==> src/rtl/frqs_pkg.sv <==
// Shared types and constants for the FIFO run queue scheduler.
// No dependencies.
package frqs_pkg;

  localparam int TID_W       = 6;
  localparam int MAX_THREADS = 64;
  localparam int CFG_IDX_W   = 1;

  localparam logic [CFG_IDX_W-1:0] CFG_IDLE_THREAD  = 1'b0;
  localparam logic [CFG_IDX_W-1:0] CFG_IDLE_PRESENT = 1'b1;

  typedef enum logic [2:0] {
    OP_PICK_NEXT = 3'd0,
    OP_PICK_LAST = 3'd1,
    OP_ENQUEUE   = 3'd2,
    OP_REMOVE    = 3'd3,
    OP_YIELD     = 3'd4
  } frqs_op_t;

  typedef enum logic [1:0] {
    ST_DONE   = 2'd0,
    ST_IDLE   = 2'd1,
    ST_QUEUED = 2'd2
  } frqs_status_t;

  typedef enum logic [2:0] {
    S_CLEAR,
    S_IDLE,
    S_EVAL,
    S_LINK,
    S_TAIL
  } frqs_state_t;

  typedef struct packed {
    frqs_op_t          op;
    logic [TID_W-1:0]  thread_id;
  } frqs_cmd_t;

  typedef struct packed {
    logic [TID_W-1:0]  picked_thread;
    logic              picked_valid;
    frqs_status_t      status;
  } frqs_result_t;

  // word of the backward-link memory: queued flag plus previous thread
  typedef struct packed {
    logic              queued;
    logic [TID_W-1:0]  prev;
  } frqs_pword_t;

endpackage

==> src/rtl/frqs_ram.sv <==
// Single-port-write, single-port-read synchronous RAM, registered read.
// Depends on nothing.
module frqs_ram #(
  parameter int WIDTH = 8,
  parameter int DEPTH = 64,
  localparam int AW = $clog2(DEPTH)
) (
  input  logic             clk,
  input  logic             we,
  input  logic [AW-1:0]    waddr,
  input  logic [WIDTH-1:0] wdata,
  input  logic [AW-1:0]    raddr,
  output logic [WIDTH-1:0] rdata
);

  logic [WIDTH-1:0] mem [DEPTH];

  always_ff @(posedge clk) begin
    if (we) begin
      mem[waddr] <= wdata;
    end
  end

  always_ff @(posedge clk) begin
    rdata <= mem[raddr];
  end

endmodule

==> src/rtl/frqs_ctrl.sv <==
// Request sequencer: reads the thread's links, updates head/tail and
// writes back neighbor links one memory write per port per cycle. Uses frqs_pkg.
module frqs_ctrl
  import frqs_pkg::*;
#(
  parameter int MAX_THREADS = frqs_pkg::MAX_THREADS,
  localparam int IDX_W = $clog2(MAX_THREADS)
) (
  input  logic                clk,
  input  logic                rst,
  input  logic                start,
  input  frqs_cmd_t           cmd,
  output logic                busy,
  output logic                done,
  output frqs_result_t        result,
  input  logic [TID_W-1:0]    cfg_idle_thread,
  input  logic                cfg_idle_present,
  output logic [IDX_W-1:0]    rd_addr,
  input  logic [TID_W-1:0]    next_rdata,
  input  frqs_pword_t         prev_rdata,
  output logic                next_we,
  output logic [IDX_W-1:0]    next_waddr,
  output logic [TID_W-1:0]    next_wdata,
  output logic                prev_we,
  output logic [IDX_W-1:0]    prev_waddr,
  output frqs_pword_t         prev_wdata
);

  frqs_state_t state, state_next;

  logic [IDX_W-1:0] clr_addr;
  frqs_op_t         op_r;
  logic [TID_W-1:0] tid_r;
  logic [TID_W-1:0] head, head_next;
  logic [TID_W-1:0] tail, tail_next;
  logic             empty, empty_next;
  logic [TID_W-1:0] w_tail, w_prev;
  logic             w_nonempty, w_append;

  logic             is_mod, idle_hit, in_range, act;
  logic             do_unlink, do_append, sole;
  logic [TID_W-1:0] head_u, tail_u, prev_new;
  logic             empty_u;
  frqs_result_t     result_next;
  logic [IDX_W-1:0] t_idx;

  assign busy    = (state != S_IDLE);
  assign rd_addr = IDX_W'(cmd.thread_id);
  assign t_idx   = IDX_W'(tid_r);

  // evaluation of the request against the links read for it
  always_comb begin
    is_mod   = (op_r == OP_ENQUEUE) || (op_r == OP_REMOVE) || (op_r == OP_YIELD);
    idle_hit = cfg_idle_present && (tid_r == cfg_idle_thread);
    in_range = 32'(tid_r) < 32'(MAX_THREADS);
    act      = is_mod && !idle_hit && in_range;
    do_unlink = act && prev_rdata.queued && ((op_r == OP_REMOVE) || (op_r == OP_YIELD));
    do_append = act && (((op_r == OP_ENQUEUE) && !prev_rdata.queued) ||
                        (op_r == OP_YIELD));
    sole = (head == tid_r) && (tail == tid_r);

    head_u  = head;
    tail_u  = tail;
    empty_u = empty;
    if (do_unlink) begin
      if (sole) begin
        empty_u = 1'b1;
      end else begin
        if (head == tid_r) begin
          head_u = next_rdata;
        end
        if (tail == tid_r) begin
          tail_u = prev_rdata.prev;
        end
      end
    end

    head_next  = head_u;
    tail_next  = tail_u;
    empty_next = empty_u;
    prev_new   = tail_u;
    if (do_append) begin
      if (empty_u) begin
        head_next = tid_r;
        prev_new  = tid_r;
      end
      tail_next  = tid_r;
      empty_next = 1'b0;
    end

    result_next = '{picked_thread: '0, picked_valid: 1'b0, status: ST_DONE};
    unique case (op_r)
      OP_PICK_NEXT: begin
        if (!empty) begin
          result_next.picked_thread = head;
          result_next.picked_valid  = 1'b1;
        end else if (cfg_idle_present) begin
          result_next.picked_thread = cfg_idle_thread;
          result_next.picked_valid  = 1'b1;
        end
      end
      OP_PICK_LAST: begin
        if (!empty) begin
          result_next.picked_thread = tail;
          result_next.picked_valid  = 1'b1;
        end
      end
      OP_ENQUEUE, OP_REMOVE, OP_YIELD: begin
        if (idle_hit) begin
          result_next.status = ST_IDLE;
        end else if (act && (op_r == OP_ENQUEUE) && prev_rdata.queued) begin
          result_next.status = ST_QUEUED;
        end
      end
      default: ;
    endcase
  end

  // next state
  always_comb begin
    state_next = state;
    unique case (state)
      S_CLEAR: if (clr_addr == IDX_W'(MAX_THREADS - 1)) state_next = S_IDLE;
      S_IDLE:  if (start) state_next = S_EVAL;
      S_EVAL:  if (do_append || do_unlink) state_next = S_LINK;
               else state_next = S_IDLE;
      S_LINK:  state_next = w_append ? S_TAIL : S_IDLE;
      S_TAIL:  state_next = S_IDLE;
      default: state_next = S_IDLE;
    endcase
  end

  // memory write-back per state
  always_comb begin
    next_we    = 1'b0;
    next_waddr = '0;
    next_wdata = '0;
    prev_we    = 1'b0;
    prev_waddr = '0;
    prev_wdata = '0;
    unique case (state)
      S_CLEAR: begin
        next_we    = 1'b1;
        next_waddr = clr_addr;
        prev_we    = 1'b1;
        prev_waddr = clr_addr;
      end
      S_EVAL: begin
        // bridge the neighbors around the thread being taken out
        if (do_unlink && !sole && (head != tid_r)) begin
          next_we    = 1'b1;
          next_waddr = IDX_W'(prev_rdata.prev);
          next_wdata = next_rdata;
        end
        if (do_unlink && !sole && (tail != tid_r)) begin
          prev_we    = 1'b1;
          prev_waddr = IDX_W'(next_rdata);
          prev_wdata = '{queued: 1'b1, prev: prev_rdata.prev};
        end
      end
      S_LINK: begin
        prev_we    = 1'b1;
        prev_waddr = t_idx;
        prev_wdata = '{queued: w_append, prev: w_prev};
        if (w_append && w_nonempty) begin
          next_we    = 1'b1;
          next_waddr = IDX_W'(w_tail);
          next_wdata = tid_r;
        end
      end
      S_TAIL: begin
        // new tail points at itself
        next_we    = 1'b1;
        next_waddr = t_idx;
        next_wdata = tid_r;
      end
      default: ;
    endcase
  end

  always_ff @(posedge clk) begin
    if (rst) begin
      state    <= S_CLEAR;
      clr_addr <= '0;
      head     <= '0;
      tail     <= '0;
      empty    <= 1'b1;
      done     <= 1'b0;
    end else begin
      state <= state_next;
      done  <= (state == S_EVAL);
      if (state == S_CLEAR) begin
        clr_addr <= clr_addr + 1'b1;
      end
      if (state == S_EVAL) begin
        head  <= head_next;
        tail  <= tail_next;
        empty <= empty_next;
      end
    end
  end

  always_ff @(posedge clk) begin
    if ((state == S_IDLE) && start) begin
      op_r  <= cmd.op;
      tid_r <= cmd.thread_id;
    end
    if (state == S_EVAL) begin
      result     <= result_next;
      w_tail     <= tail_u;
      w_prev     <= prev_new;
      w_nonempty <= !empty_u;
      w_append   <= do_append;
    end
  end

endmodule

==> src/rtl/fifo_run_queue_scheduler.sv <==
// FIFO run queue scheduler: done is registered from S_EVAL, the state a taken request
// enters first. Picks and requests that change no link use S_EVAL only, a remove that
// unlinks adds S_LINK, an enqueue/yield append adds S_LINK and S_TAIL (busy high in
// each), set by the one write port per link memory (up to three writes per append).
// Result is held from done until the next evaluation; the receiver cannot stall it.
// After reset a clearing pass writes every link memory entry with busy high.
module fifo_run_queue_scheduler
  import frqs_pkg::*;
#(
  parameter int MAX_THREADS = frqs_pkg::MAX_THREADS
) (
  input  logic                 clk,
  input  logic                 rst,
  input  logic                 start,
  input  frqs_cmd_t            cmd,
  output logic                 busy,
  output logic                 done,
  output frqs_result_t         result,
  input  logic                 cfg_valid,
  output logic                 cfg_ready,
  input  logic [CFG_IDX_W-1:0] cfg_index,
  input  logic [TID_W-1:0]     cfg_data
);

  localparam int IDX_W = $clog2(MAX_THREADS);

  logic [TID_W-1:0] idle_thread;
  logic             idle_present;

  logic [IDX_W-1:0] rd_addr;
  logic [TID_W-1:0] next_rdata;
  frqs_pword_t      prev_rdata;
  logic             next_we, prev_we;
  logic [IDX_W-1:0] next_waddr, prev_waddr;
  logic [TID_W-1:0] next_wdata;
  frqs_pword_t      prev_wdata;

  assign cfg_ready = 1'b1;

  always_ff @(posedge clk) begin
    if (rst) begin
      idle_thread  <= '0;
      idle_present <= 1'b0;
    end else if (cfg_valid && cfg_ready) begin
      unique case (cfg_index)
        CFG_IDLE_THREAD:  idle_thread  <= cfg_data;
        CFG_IDLE_PRESENT: idle_present <= cfg_data[0];
        default: ;
      endcase
    end
  end

  frqs_ctrl #(.MAX_THREADS(MAX_THREADS)) u_ctrl (
    .clk              (clk),
    .rst              (rst),
    .start            (start),
    .cmd              (cmd),
    .busy             (busy),
    .done             (done),
    .result           (result),
    .cfg_idle_thread  (idle_thread),
    .cfg_idle_present (idle_present),
    .rd_addr          (rd_addr),
    .next_rdata       (next_rdata),
    .prev_rdata       (prev_rdata),
    .next_we          (next_we),
    .next_waddr       (next_waddr),
    .next_wdata       (next_wdata),
    .prev_we          (prev_we),
    .prev_waddr       (prev_waddr),
    .prev_wdata       (prev_wdata)
  );

  // forward links
  frqs_ram #(.WIDTH(TID_W), .DEPTH(MAX_THREADS)) u_next_ram (
    .clk   (clk),
    .we    (next_we),
    .waddr (next_waddr),
    .wdata (next_wdata),
    .raddr (rd_addr),
    .rdata (next_rdata)
  );

  // backward links with queued flag
  frqs_ram #(.WIDTH($bits(frqs_pword_t)), .DEPTH(MAX_THREADS)) u_prev_ram (
    .clk   (clk),
    .we    (prev_we),
    .waddr (prev_waddr),
    .wdata (prev_wdata),
    .raddr (rd_addr),
    .rdata (prev_rdata)
  );

endmodule

==> config.mk <==
export PLATFORM = sky130hd
export DESIGN_NAME = fifo_run_queue_scheduler
export DESIGN_NICKNAME = d
export VERILOG_FILES = /design/src/rtl/frqs_pkg.sv /design/src/rtl/frqs_ram.sv /design/src/rtl/frqs_ctrl.sv /design/src/rtl/fifo_run_queue_scheduler.sv
export SDC_FILE = /design/constraint.sdc
export NUM_CORES = 1
export LEC_CHECK = 0
export BUFFER_PORTS_ARGS = -buffer_cell sky130_fd_sc_hd__buf_2
export CORE_UTILIZATION = 40
export CTS_CLUSTER_DIAMETER = 200
export DETAILED_ROUTE_END_ITERATION = 8
export PLACE_DENSITY_LB_ADDON = 0.08
export RECOVER_POWER = 25
export SLEW_MARGIN = 25
export SYNTH_ARGS = -nofsm -noshare
export SYNTH_HDL_FRONTEND = slang
export SYNTH_HIERARCHICAL = 1
export SYNTH_SLANG_ARGS = --single-unit
==> constraint.sdc <==
create_clock -name clk -period 5.6 [get_ports clk]
set_input_delay 0.56 -clock clk [delete_from_list [all_inputs] [get_ports clk]]
set_output_delay 0.56 -clock clk [all_outputs]
set_load 0.02 [all_outputs]
==> results of run 1 <==
[power breakdown]
group          internal (mW)  switching [mW]
registers               7.37          0.0350
clock network           3.35            2.59
logic                  0.178           0.313
total                   10.9            2.94
[cell type report]
cell class,instances,area share
sequential,907,0.659
multi-input combinational,870,0.220
clock buffer,122,0.0625
tap,1176,0.0362
timing repair buffer,70,0.0117
clock inverter,47,0.00893
inverter,16,0.00148
antenna,1,0.0000616
[layout by cell type, fill, tap and decap left out, types with 13 or more instances in the layout]
cell type  instances
nor3b_1           18
o22ai_1           24
clkbuf_16         98
mux4_2           199
buf_4             29
nand2b_1          23
a22oi_1           14
clkbuf_1          44
nor2b_1           13
mux2_2            13
edfxtp_1         864
o221ai_1          18
dfxtp_1           43
clkinv_1          19
mux2i_1           49
nor3_1            16
nor2_1           164
a21oi_1           21
nand3_1           35
inv_1             16
nand2_1           40
o21ai_0           23
[critical path, delay by kind of cell, from the launching register on]
family,cells,cell delay [ns]
AO/OA/AOI/OAI,2,2.47
flip-flops,1,0.63
AND/OR/NAND/NOR,2,0.47
XOR/XNOR,1,0.23
buffers and inverters,1,0.21
[registers in the layout (all words and copies together) (netlist names), 7 cells and up]
name	cells
u_prev_ram/mem	448
u_prev_ram/rdata	7
u_ctrl/result	9
u_next_ram/mem	384
[final timing paths]
| check | startpoint | cells past startpoint | slack (ns) | to |
|---|---|---|---|---|
| setup / recovery | u_ctrl/t_idx[1]$_DFFE_PP_ | 6 | 0.85 | u_prev_ram/mem[56][2]$_DFFE_PP_ |
| hold / removal | cmd[6] | 1 | 0.07 | u_ctrl/op_r[0]$_DFFE_PP_ |
| setup reg to reg | u_ctrl/t_idx[1]$_DFFE_PP_ | 6 | 0.85 | u_prev_ram/mem[56][2]$_DFFE_PP_ |
| hold reg to reg | idle_thread[2]$_SDFFE_PP0P_ | 2 | 0.52 | idle_thread[2]$_SDFFE_PP0P_ |
[stage by stage]
stage                     setup slack (ns)  cells  area (um2)  power [mW]   util
after CTS                             1.05   3208       40800        14.0  0.453
after global placement                1.16   3039       37900        8.04  0.420
after global routing                 0.448   3208       40700        14.3  0.451
final                                0.854   3209       40700        13.8  0.451
after detailed placement              1.08   3039       37900        8.04  0.420
after floorplan                      0.793   1911       36500        7.87      -
[cell usage after synthesis, types with 21 or more instances]
master,count
nand2b_1,23
nand3_1,35
dfxtp_1,43
buf_2,34
nand2_1,40
a21oi_1,21
mux2i_1,49
mux4_2,199
nor2_1,166
o22ai_1,24
edfxtp_1,864
clkbuf_1,49
[layer usage]
metal	GRT usage	share of wire	vias up
met3	0.0286	0.039	133
met2	0.329	0.50	498
met1	0.273	0.44	9696
met4	0.0589	0.026	0
li1	-	-	7948
met5	0	0	-
[logic make-up after synthesis]
kind of cell	after synthesis	synth area share
simple gates	366	0.0505
compound gates	209	0.0431
fa+ha+maj	1	0.000343
mux	271	0.146
xor+xnor	22	0.00528
other cells	1	0.000103
buf+inv	134	0.0208
flops	907	0.734
==> metrics.cfg, run 1 <==
[synthesis]
async_reset_ff_frac = 0
ys_seq_area_frac = 0.734
yosys_most_used_dff = edfxtp_1
yosysTopAreaCell = edfxtp_1
yosysUniqueCellTypes = 73
avgSynthCellArea_um2 = 19.1
yosys_warnings = 6
syn_area_mm2 = 0.0365
synth_top_area_share = 0.711
synth_edf_count = 864
synth.net_count = 1932
syn_inst = 1911
synth_area_leaders = edfxtp_1 71%, mux4_2 12%, dfxtp_1 2.4%
synth-seq-cells = 907

[clock_network]
cts_tree = built
htree_levels = 3
clk_latency_ns = 0.67
cts_buffers = 96
clk_path_buf_depth = 3
cts_sinks = 907
post_cts_buffers = 0
root_buffer = clkbuf_16
cts_hold_buffers = 0
cts_resized = 0
clk_pin_slew_ns = 0.06

[place]
place.port_buffers = 30
hpwlAfterDp_um = 55900
place_congestion = 0.817

[critical_path]
crit_slowest_cell = a22o_1
crit_path_max_fanout = 64
cp.required_ns = 5.66
cp-start-kind = flop
end_kind = flop
cp.arrival_ns = 4.80
critPathKind = reg -> reg
path_cells = xnor2_1, and4_1, a221o_1, nor3_2, buf_4, a22o_1
slowest_delay_ns = 1.94

[sta]
relSlewSlack = -0.854
setup-tns-final_ns = 0
post-route-min-period_ns = 4.75
fmax_mhz = 211
final_max_slew_viol_count = 579
finalCritPeriodShare = 0.847
setup_viol = 0
holdWs_ns = 0.0746
hold_viol_final = 0
clock_skew_ns = 0.0254
worst_pin_slew_ns = 2.78
rsz0062_at_grt = false

[hold_path]
hold_class = in -> reg

[final_layout]
fill_cells = 7642
multi_input_area_mm2 = 0.00893
seq_area_mm2 = 0.0268
syn_to_final_growth_pct = 11.4
drive_gt1_frac = 0.201
final_nets = 1982

[power_and_ir_drop]
ir_drop_uv = 253
leakage_nw = 14.3
p_per_area_mw_per_mm2 = 340

[global_routing]
grt_max_degree = 75
overflow = 0
grt_pass1_vias = 18945
grt_pass1_wl_um = 134000
antenna_found_initial = 1
grt_usage = 0.199

[die]
die_x_um = 304
dieArea_mm2 = 0.0925
top_level_ports = 32
core_mm2 = 0.0901
dieHeight_um = 304
initial_core_util = 0.405
row_count = 110

[routing]
wl_per_cell_um = 28.4
wl_um = 91000
num_vias = 18275
firstDrtPassIters = 5
drt_iter0_drc = 1488
viasPerCell = 5.69
ant_nets = 0
drc = 0

[status]
violations = capacitance limit, slew limit
status = complete, but fails checks

[flow_run]
cap_violations = 13

(Power assumes the default switching activity.)
==> run 2: changes to the inputs <==
==> constraint.sdc (replaced) <==
create_clock -name clk -period 3.9 [get_ports clk]
set_input_delay 0.39 -clock clk [delete_from_list [all_inputs] [get_ports clk]]
set_output_delay 0.39 -clock clk [all_outputs]
set_load 0.02 [all_outputs]
==> run 2 against run 1 <==
The flow still finishes with violations (capacitance limit, slew limit). Cell count rose by 5.1%. Register-to-register slack got worse by 0.74 ns. Power rose by 50%. Clock skew fell by 0.0045 ns. Count of clock-buffer cells in the layout rose by 1. Via count rose by 3.2%. Design area rose by 4.2%. Hold slack got worse by 0.041 ns. Fmax rose by 25%. Critical endpoint is now u_prev_ram/mem[4][3]$_DFFE_PP_.
==> metrics.cfg, run 2 (synthesis results as in run 1) <==
[critical_path]
cp.arrival_ns = 4.06
cp-start-kind = flop
timing.rr.end = u_prev_ram/mem[4][3]$_DFFE_PP_
critPathKind = reg -> reg
end_kind = flop
r2r_slack_ns = 0.12
r2r_start = u_ctrl/t_idx[5]$_DFFE_PP_
rr_worst_depth = 8
cp.required_ns = 4.18
crit_path_max_fanout = 8

[clock_network]
cts_sinks = 907
cts_tree = built
clk_latency_ns = 0.66
clk_pin_slew_ns = 0.07
htree_levels = 3
root_buffer = clkbuf_16
cts_buffers = 100
clk_path_buf_depth = 3

[place]
dp_slack_ns = 0.114
place_congestion = 0.891
dp_cells = 3179
place.port_buffers = 30
hpwlAfterDp_um = 59100

[hold_path]
worstHoldEndpoint = idle_thread[2]$_SDFFE_PP0P_
hold_start = cfg_data[2]
hold_depth = 3
hold_class = in -> reg

[sta]
rsz0062_at_grt = true
relSlewSlack = -0.614
worst_pin_slew_ns = 2.42
hold_viol_final = 0
fmax_mhz = 264
timing.final.ws_setup_ns = 0.116
holdWs_ns = 0.0338
setup_viol = 0
clock_skew_ns = 0.0209
finalCritPeriodShare = 0.970
post-route-min-period_ns = 3.78
final_max_slew_viol_count = 181

[routing]
drc = 0
drt_iter0_drc = 1675
firstDrtPassIters = 6
wl_um = 92700
num_vias = 18853
viasPerCell = 5.59
wl_per_cell_um = 27.5
ant_nets = 0

[die]
top_level_ports = 32
dieHeight_um = 304
dieArea_mm2 = 0.0925
core_mm2 = 0.0901
die_x_um = 304
row_count = 110
initial_core_util = 0.405

[final_layout]
layout_common_cells = 864 x edfxtp_1, 199 x mux4_2, 160 x nor2_1, 158 x buf_4, 104 x clkbuf_16
drive_gt1_frac = 0.267
seq_area_mm2 = 0.0268
layout.cells.non_filler = 3372
reg_top3 = u_prev_ram/mem: 448 flops, u_next_ram/mem: 384 flops, u_ctrl/result: 9 flops
syn_to_final_growth_pct = 16.0
regMostFlops = u_prev_ram/mem
final_nets = 2131
utilization = 0.470
fill_cells = 7556
multi_input_area_mm2 = 0.00903
final_common_cell = edfxtp_1
largest_reg_flops = 448

[global_routing]
grt_pass1_wl_um = 137000
grt_pass1_vias = 19698
grt_max_degree = 65
grt_usage = 0.202
overflow = 0
antenna_found_initial = 0

[power_and_ir_drop]
clockPowerShare = 0.451
ir_drop_uv = 382
switching_share = 0.210
comb_power_share = 0.037
p_per_area_mw_per_mm2 = 490
p_int_mw = 16.4
leakage_nw = 15.3
seqPwrFrac = 0.513
p_sw_mw = 4.35

[status]
status = complete, but fails checks
violations = capacitance limit, slew limit

[flow_run]
cap_violations = 5

-- run 2: cell types whose count changed in the layout (fill, tap and decap cells not counted), sizes merged --
cell,before,now
dlygate4sd3,0,4
clkinv,34,46
bufinv,3,10
clkinvlp,5,4
inv,21,20
buf,46,189
clkbuf,146,145
-- run 2: critical path, stage by stage, from the launching register on --
cell and delay, ns:
edfxtp_1 0.51, xor2_1 0.19, nor4_1 0.48, and2_1 0.27, nor3_4 0.09, a222oi_1 0.43
inv_1 0.20, or3_1 0.60, nor2_1 0.62
-- run 2: layout make-up --
| type | instances | share of cell area |
|---|---|---|
| repair buffers | 215 | 0.0407 |
| diodes | 1 | 0.0000591 |
| flip-flops and latches | 907 | 0.633 |
| well taps | 1176 | 0.0347 |
| inverters | 16 | 0.00142 |
| multi-input cells | 870 | 0.213 |
| clock buffers | 123 | 0.0631 |
| clock inverters | 64 | 0.0139 |
-- run 2: timing repair --
| item | in CTS | in global routing |
|---|---|---|
| gates resized for setup | 0 | 3 |
| setup buffers | 0 | 0 |
| endpoints found under the setup margin | 0 | 34 |
| hold endpoints to repair | 4 | 0 |
| hold buffers | 4 | 0 |
-- run 2: through the flow --
stage | power, mW | instance area, um2 | setup TNS [ns]
global placement | 11.6 | 39100 | 0
global route | 21.3 | 42300 | -0.886
CTS | 21.0 | 42400 | 0
finish | 20.7 | 42300 | 0
floorplan | 11.3 | 36500 | 0
detailed placement | 11.6 | 39100 | 0
-- run 2: worst max path at each step --
stage,startpoint,endpoint,slack [ns],cells after the start
floorplan,u_ctrl/t_idx[2]$_DFFE_PP_,u_prev_ram/mem[0][0]$_DFFE_PP_,0.02,9
global placement,u_ctrl/t_idx[5]$_DFFE_PP_,u_prev_ram/mem[1][2]$_DFFE_PP_,0.16,8
detailed placement,u_ctrl/t_idx[5]$_DFFE_PP_,u_prev_ram/mem[1][5]$_DFFE_PP_,0.11,8
CTS,u_ctrl/t_idx[5]$_DFFE_PP_,u_prev_ram/mem[1][2]$_DFFE_PP_,0.07,8
global route,u_ctrl/t_idx[5]$_DFFE_PP_,u_prev_ram/mem[5][2]$_DFFE_PP_,-0.07,8
finish,u_ctrl/t_idx[5]$_DFFE_PP_,u_prev_ram/mem[4][3]$_DFFE_PP_,0.12,8
-- run 2: routing by layer --
metal / up-vias / global-route usage / share of wire
li1: 8257 / - / -
met1: 9983 / 0.271 / 0.43
met2: 470 / 0.340 / 0.50
met3: 143 / 0.0298 / 0.043
met4: 0 / 0.0621 / 0.029
met5: - / 0 / 0
-- run 2: power by group through the flow --
stage	sequential, mW	combinational (mW)	clock, mW
after global routing	10.6	0.803	9.91
after CTS	10.6	0.766	9.57
after detailed placement	10.8	0.760	0
after global placement	10.8	0.759	0
final	10.6	0.759	9.35
after floorplan	10.8	0.494	0
==> run 3: changes to the inputs <==
--- a/config.mk
+++ b/config.mk
@@ -9,7 +9,7 @@
 export CORE_UTILIZATION = 40
 export CTS_CLUSTER_DIAMETER = 200
 export DETAILED_ROUTE_END_ITERATION = 8
-export PLACE_DENSITY_LB_ADDON = 0.08
+export PLACE_DENSITY = 0.56
 export RECOVER_POWER = 25
 export SLEW_MARGIN = 25
 export SYNTH_ARGS = -nofsm -noshare
==> run 3 against run 2 <==
The run still ends with capacitance limit, slew limit left. Global-route usage fell by 1.4 points. Clock power is 5.7% lower. Sequential cell count stayed put. Sequential share of layout area is 0.99 points higher. Register-to-register slack gained 0.08 ns. Core utilization fell by 0.72 points. Critical path depth up 1. Via count is essentially flat. Design area shrank 1.5%. First-iteration DRC count grew 9.7%. Critical endpoint is now u_prev_ram/mem[36][3]$_DFFE_PP_. Largest cell class unchanged. Highest routed layer is now met5.
==> metrics.cfg, run 3 (synthesis results as in run 1) <==
[hold_path]
hold_start = cfg_data[3]
hold_class = in -> reg
hold_depth = 3
worstHoldEndpoint = idle_thread[3]$_SDFFE_PP0P_

[place]
place_congestion = 0.853
place.port_buffers = 30
hpwlAfterDp_um = 55500

[critical_path]
crit_slowest_cell = or3b_2
end_kind = flop
critPathTopFamily = simple AND/OR/NAND/NOR gates
cp.required_ns = 4.19
slowest_delay_ns = 0.63
crit_path_max_fanout = 11
r2r_start = u_ctrl/t_idx[2]$_DFFE_PP_
cp.arrival_ns = 3.99
timing.rr.end = u_prev_ram/mem[36][3]$_DFFE_PP_
rr_worst_depth = 9
path_cells = xor2_1, nor4_1, and2_1, nor3_2, buf_4, a222oi_1, inv_1, or3b_2, nor2_1
crit_buf_inv = 2
r2r_slack_ns = 0.20
critPathKind = reg -> reg
cp-start-kind = flop

[power_and_ir_drop]
p_per_area_mw_per_mm2 = 484
leakage_nw = 15.0
ir_drop_uv = 433

[global_routing]
antenna_found_initial = 3
grt_pass1_wl_um = 129000
grt_max_degree = 69
overflow = 0
grt_usage = 0.188
grt_pass1_vias = 19374

[clock_network]
clk_pin_slew_ns = 0.06
clk_path_buf_depth = 3
cts_buffers = 93
post_cts_buffers = 0
cts_resized = 0
cts_tree = built
root_buffer = clkbuf_16
cts_sinks = 907
htree_levels = 3
clk_latency_ns = 0.67

[sta]
rsz0062_at_grt = false
fmax_mhz = 270
hold_viol_final = 0
clock_skew_ns = 0.0214
post-route-min-period_ns = 3.70
setup_viol = 0
finalCritPeriodShare = 0.949
setup-tns-final_ns = 0
final_max_slew_viol_count = 177
worst_pin_slew_ns = 2.47
relSlewSlack = -0.647

[routing]
num_vias = 18841
drt_iter0_drc = 1837
wl_per_cell_um = 26.0
wl_um = 86600
drc = 0
ant_nets = 0
firstDrtPassIters = 5
viasPerCell = 5.66

[die]
dieHeight_um = 304
core_mm2 = 0.0901
die_x_um = 304
dieArea_mm2 = 0.0925
initial_core_util = 0.405
row_count = 110
top_level_ports = 32

[status]
violations = capacitance limit, slew limit
status = complete, but fails checks

[final_layout]
final_nets = 2097
final_common_cell = edfxtp_1
largest_reg_flops = 448
reg_top3 = u_prev_ram/mem: 448 flops, u_next_ram/mem: 384 flops, u_ctrl/result: 9 flops
utilization = 0.463
drive_gt1_frac = 0.247
syn_to_final_growth_pct = 14.2
fill_cells = 7562
layout_common_cells = 864 x edfxtp_1, 199 x mux4_2, 163 x nor2_1, 127 x buf_4, 94 x clkbuf_16
regMostFlops = u_prev_ram/mem

[flow_run]
cap_violations = 4

[run 3: power by group]
part / total [mW] / switching, mW / internal [mW]
Combinational: 0.747 / 0.452 / 0.295
Sequential: 10.6 / 0.0499 / 10.6
Clock: 8.82 / 3.72 / 5.10
Total: 20.2 / 4.22 / 16.0
[run 3: metrics by stage]
stage	instance area [um2]	worst slack, ns	hold WS, ns	total power [mW]	cells
after floorplan	36500	0.0170	0.466	11.3	1911
after global placement	38700	0.271	0.504	11.6	3149
after detailed placement	38800	0.293	0.503	11.6	3149
after CTS	41900	0.273	0.00512	20.4	3327
after global routing	41700	0.00133	0.00781	20.8	3327
final	41700	0.201	0.0392	20.2	3328
[run 3: worst max path at each step]
stage / end / slack, ns / depth (start not counted) / start
3_3_place_gp: u_prev_ram/mem[32][1]$_DFFE_PP_ / 0.27 / 9 / u_ctrl/t_idx[5]$_DFFE_PP_
6_report: u_prev_ram/mem[36][3]$_DFFE_PP_ / 0.20 / 9 / u_ctrl/t_idx[2]$_DFFE_PP_
4_1_cts: u_prev_ram/mem[36][3]$_DFFE_PP_ / 0.27 / 9 / u_ctrl/t_idx[5]$_DFFE_PP_
5_1_grt: u_prev_ram/mem[18][4]$_DFFE_PP_ / 0.001 / 10 / u_ctrl/t_idx[2]$_DFFE_PP_
3_5_place_dp: u_prev_ram/mem[36][0]$_DFFE_PP_ / 0.29 / 9 / u_ctrl/t_idx[5]$_DFFE_PP_
2_1_floorplan: u_prev_ram/mem[0][0]$_DFFE_PP_ / 0.02 / 9 / u_ctrl/t_idx[2]$_DFFE_PP_
[run 3: area by class of cell]
| cell class | instances | area [um2] | share of cell area |
|---|---|---|---|
| multi-input cells | 870 | 8940 | 0.214 |
| diodes | 1 | 2.50 | 0.0000600 |
| inverters | 16 | 60.1 | 0.00144 |
| repair buffers | 188 | 1390 | 0.0333 |
| clock buffers | 110 | 2410 | 0.0579 |
| clock inverters | 60 | 616 | 0.0148 |
| well taps | 1176 | 1470 | 0.0353 |
| flip-flops and latches | 907 | 26800 | 0.643 |
[run 3: routing by layer]
metal  vias to the layer above  routed length, um  track usage
met4                         4               2670       0.0684
li1                       8184                  -            -
met2                       580              42100        0.304
met5                         -                 23            0
met1                      9910              37400        0.258
met3                       163               4330       0.0287
[run 3: timing repair]
action | CTS | global route
endpoints found under the hold margin | 9 | 0
endpoints found under the setup margin | 0 | 0
hold buffers | 8 | 0
[run 3: worst register-to-register path, cell delays in order, from the launching register on]
cell      delay [ns]
edfxtp_1        0.44
xor2_1          0.17
nor4_1          0.47
and2_1          0.24
nor3_2          0.07
buf_4           0.18
a222oi_1        0.31
inv_1           0.19
or3b_2          0.63
nor2_1          0.63
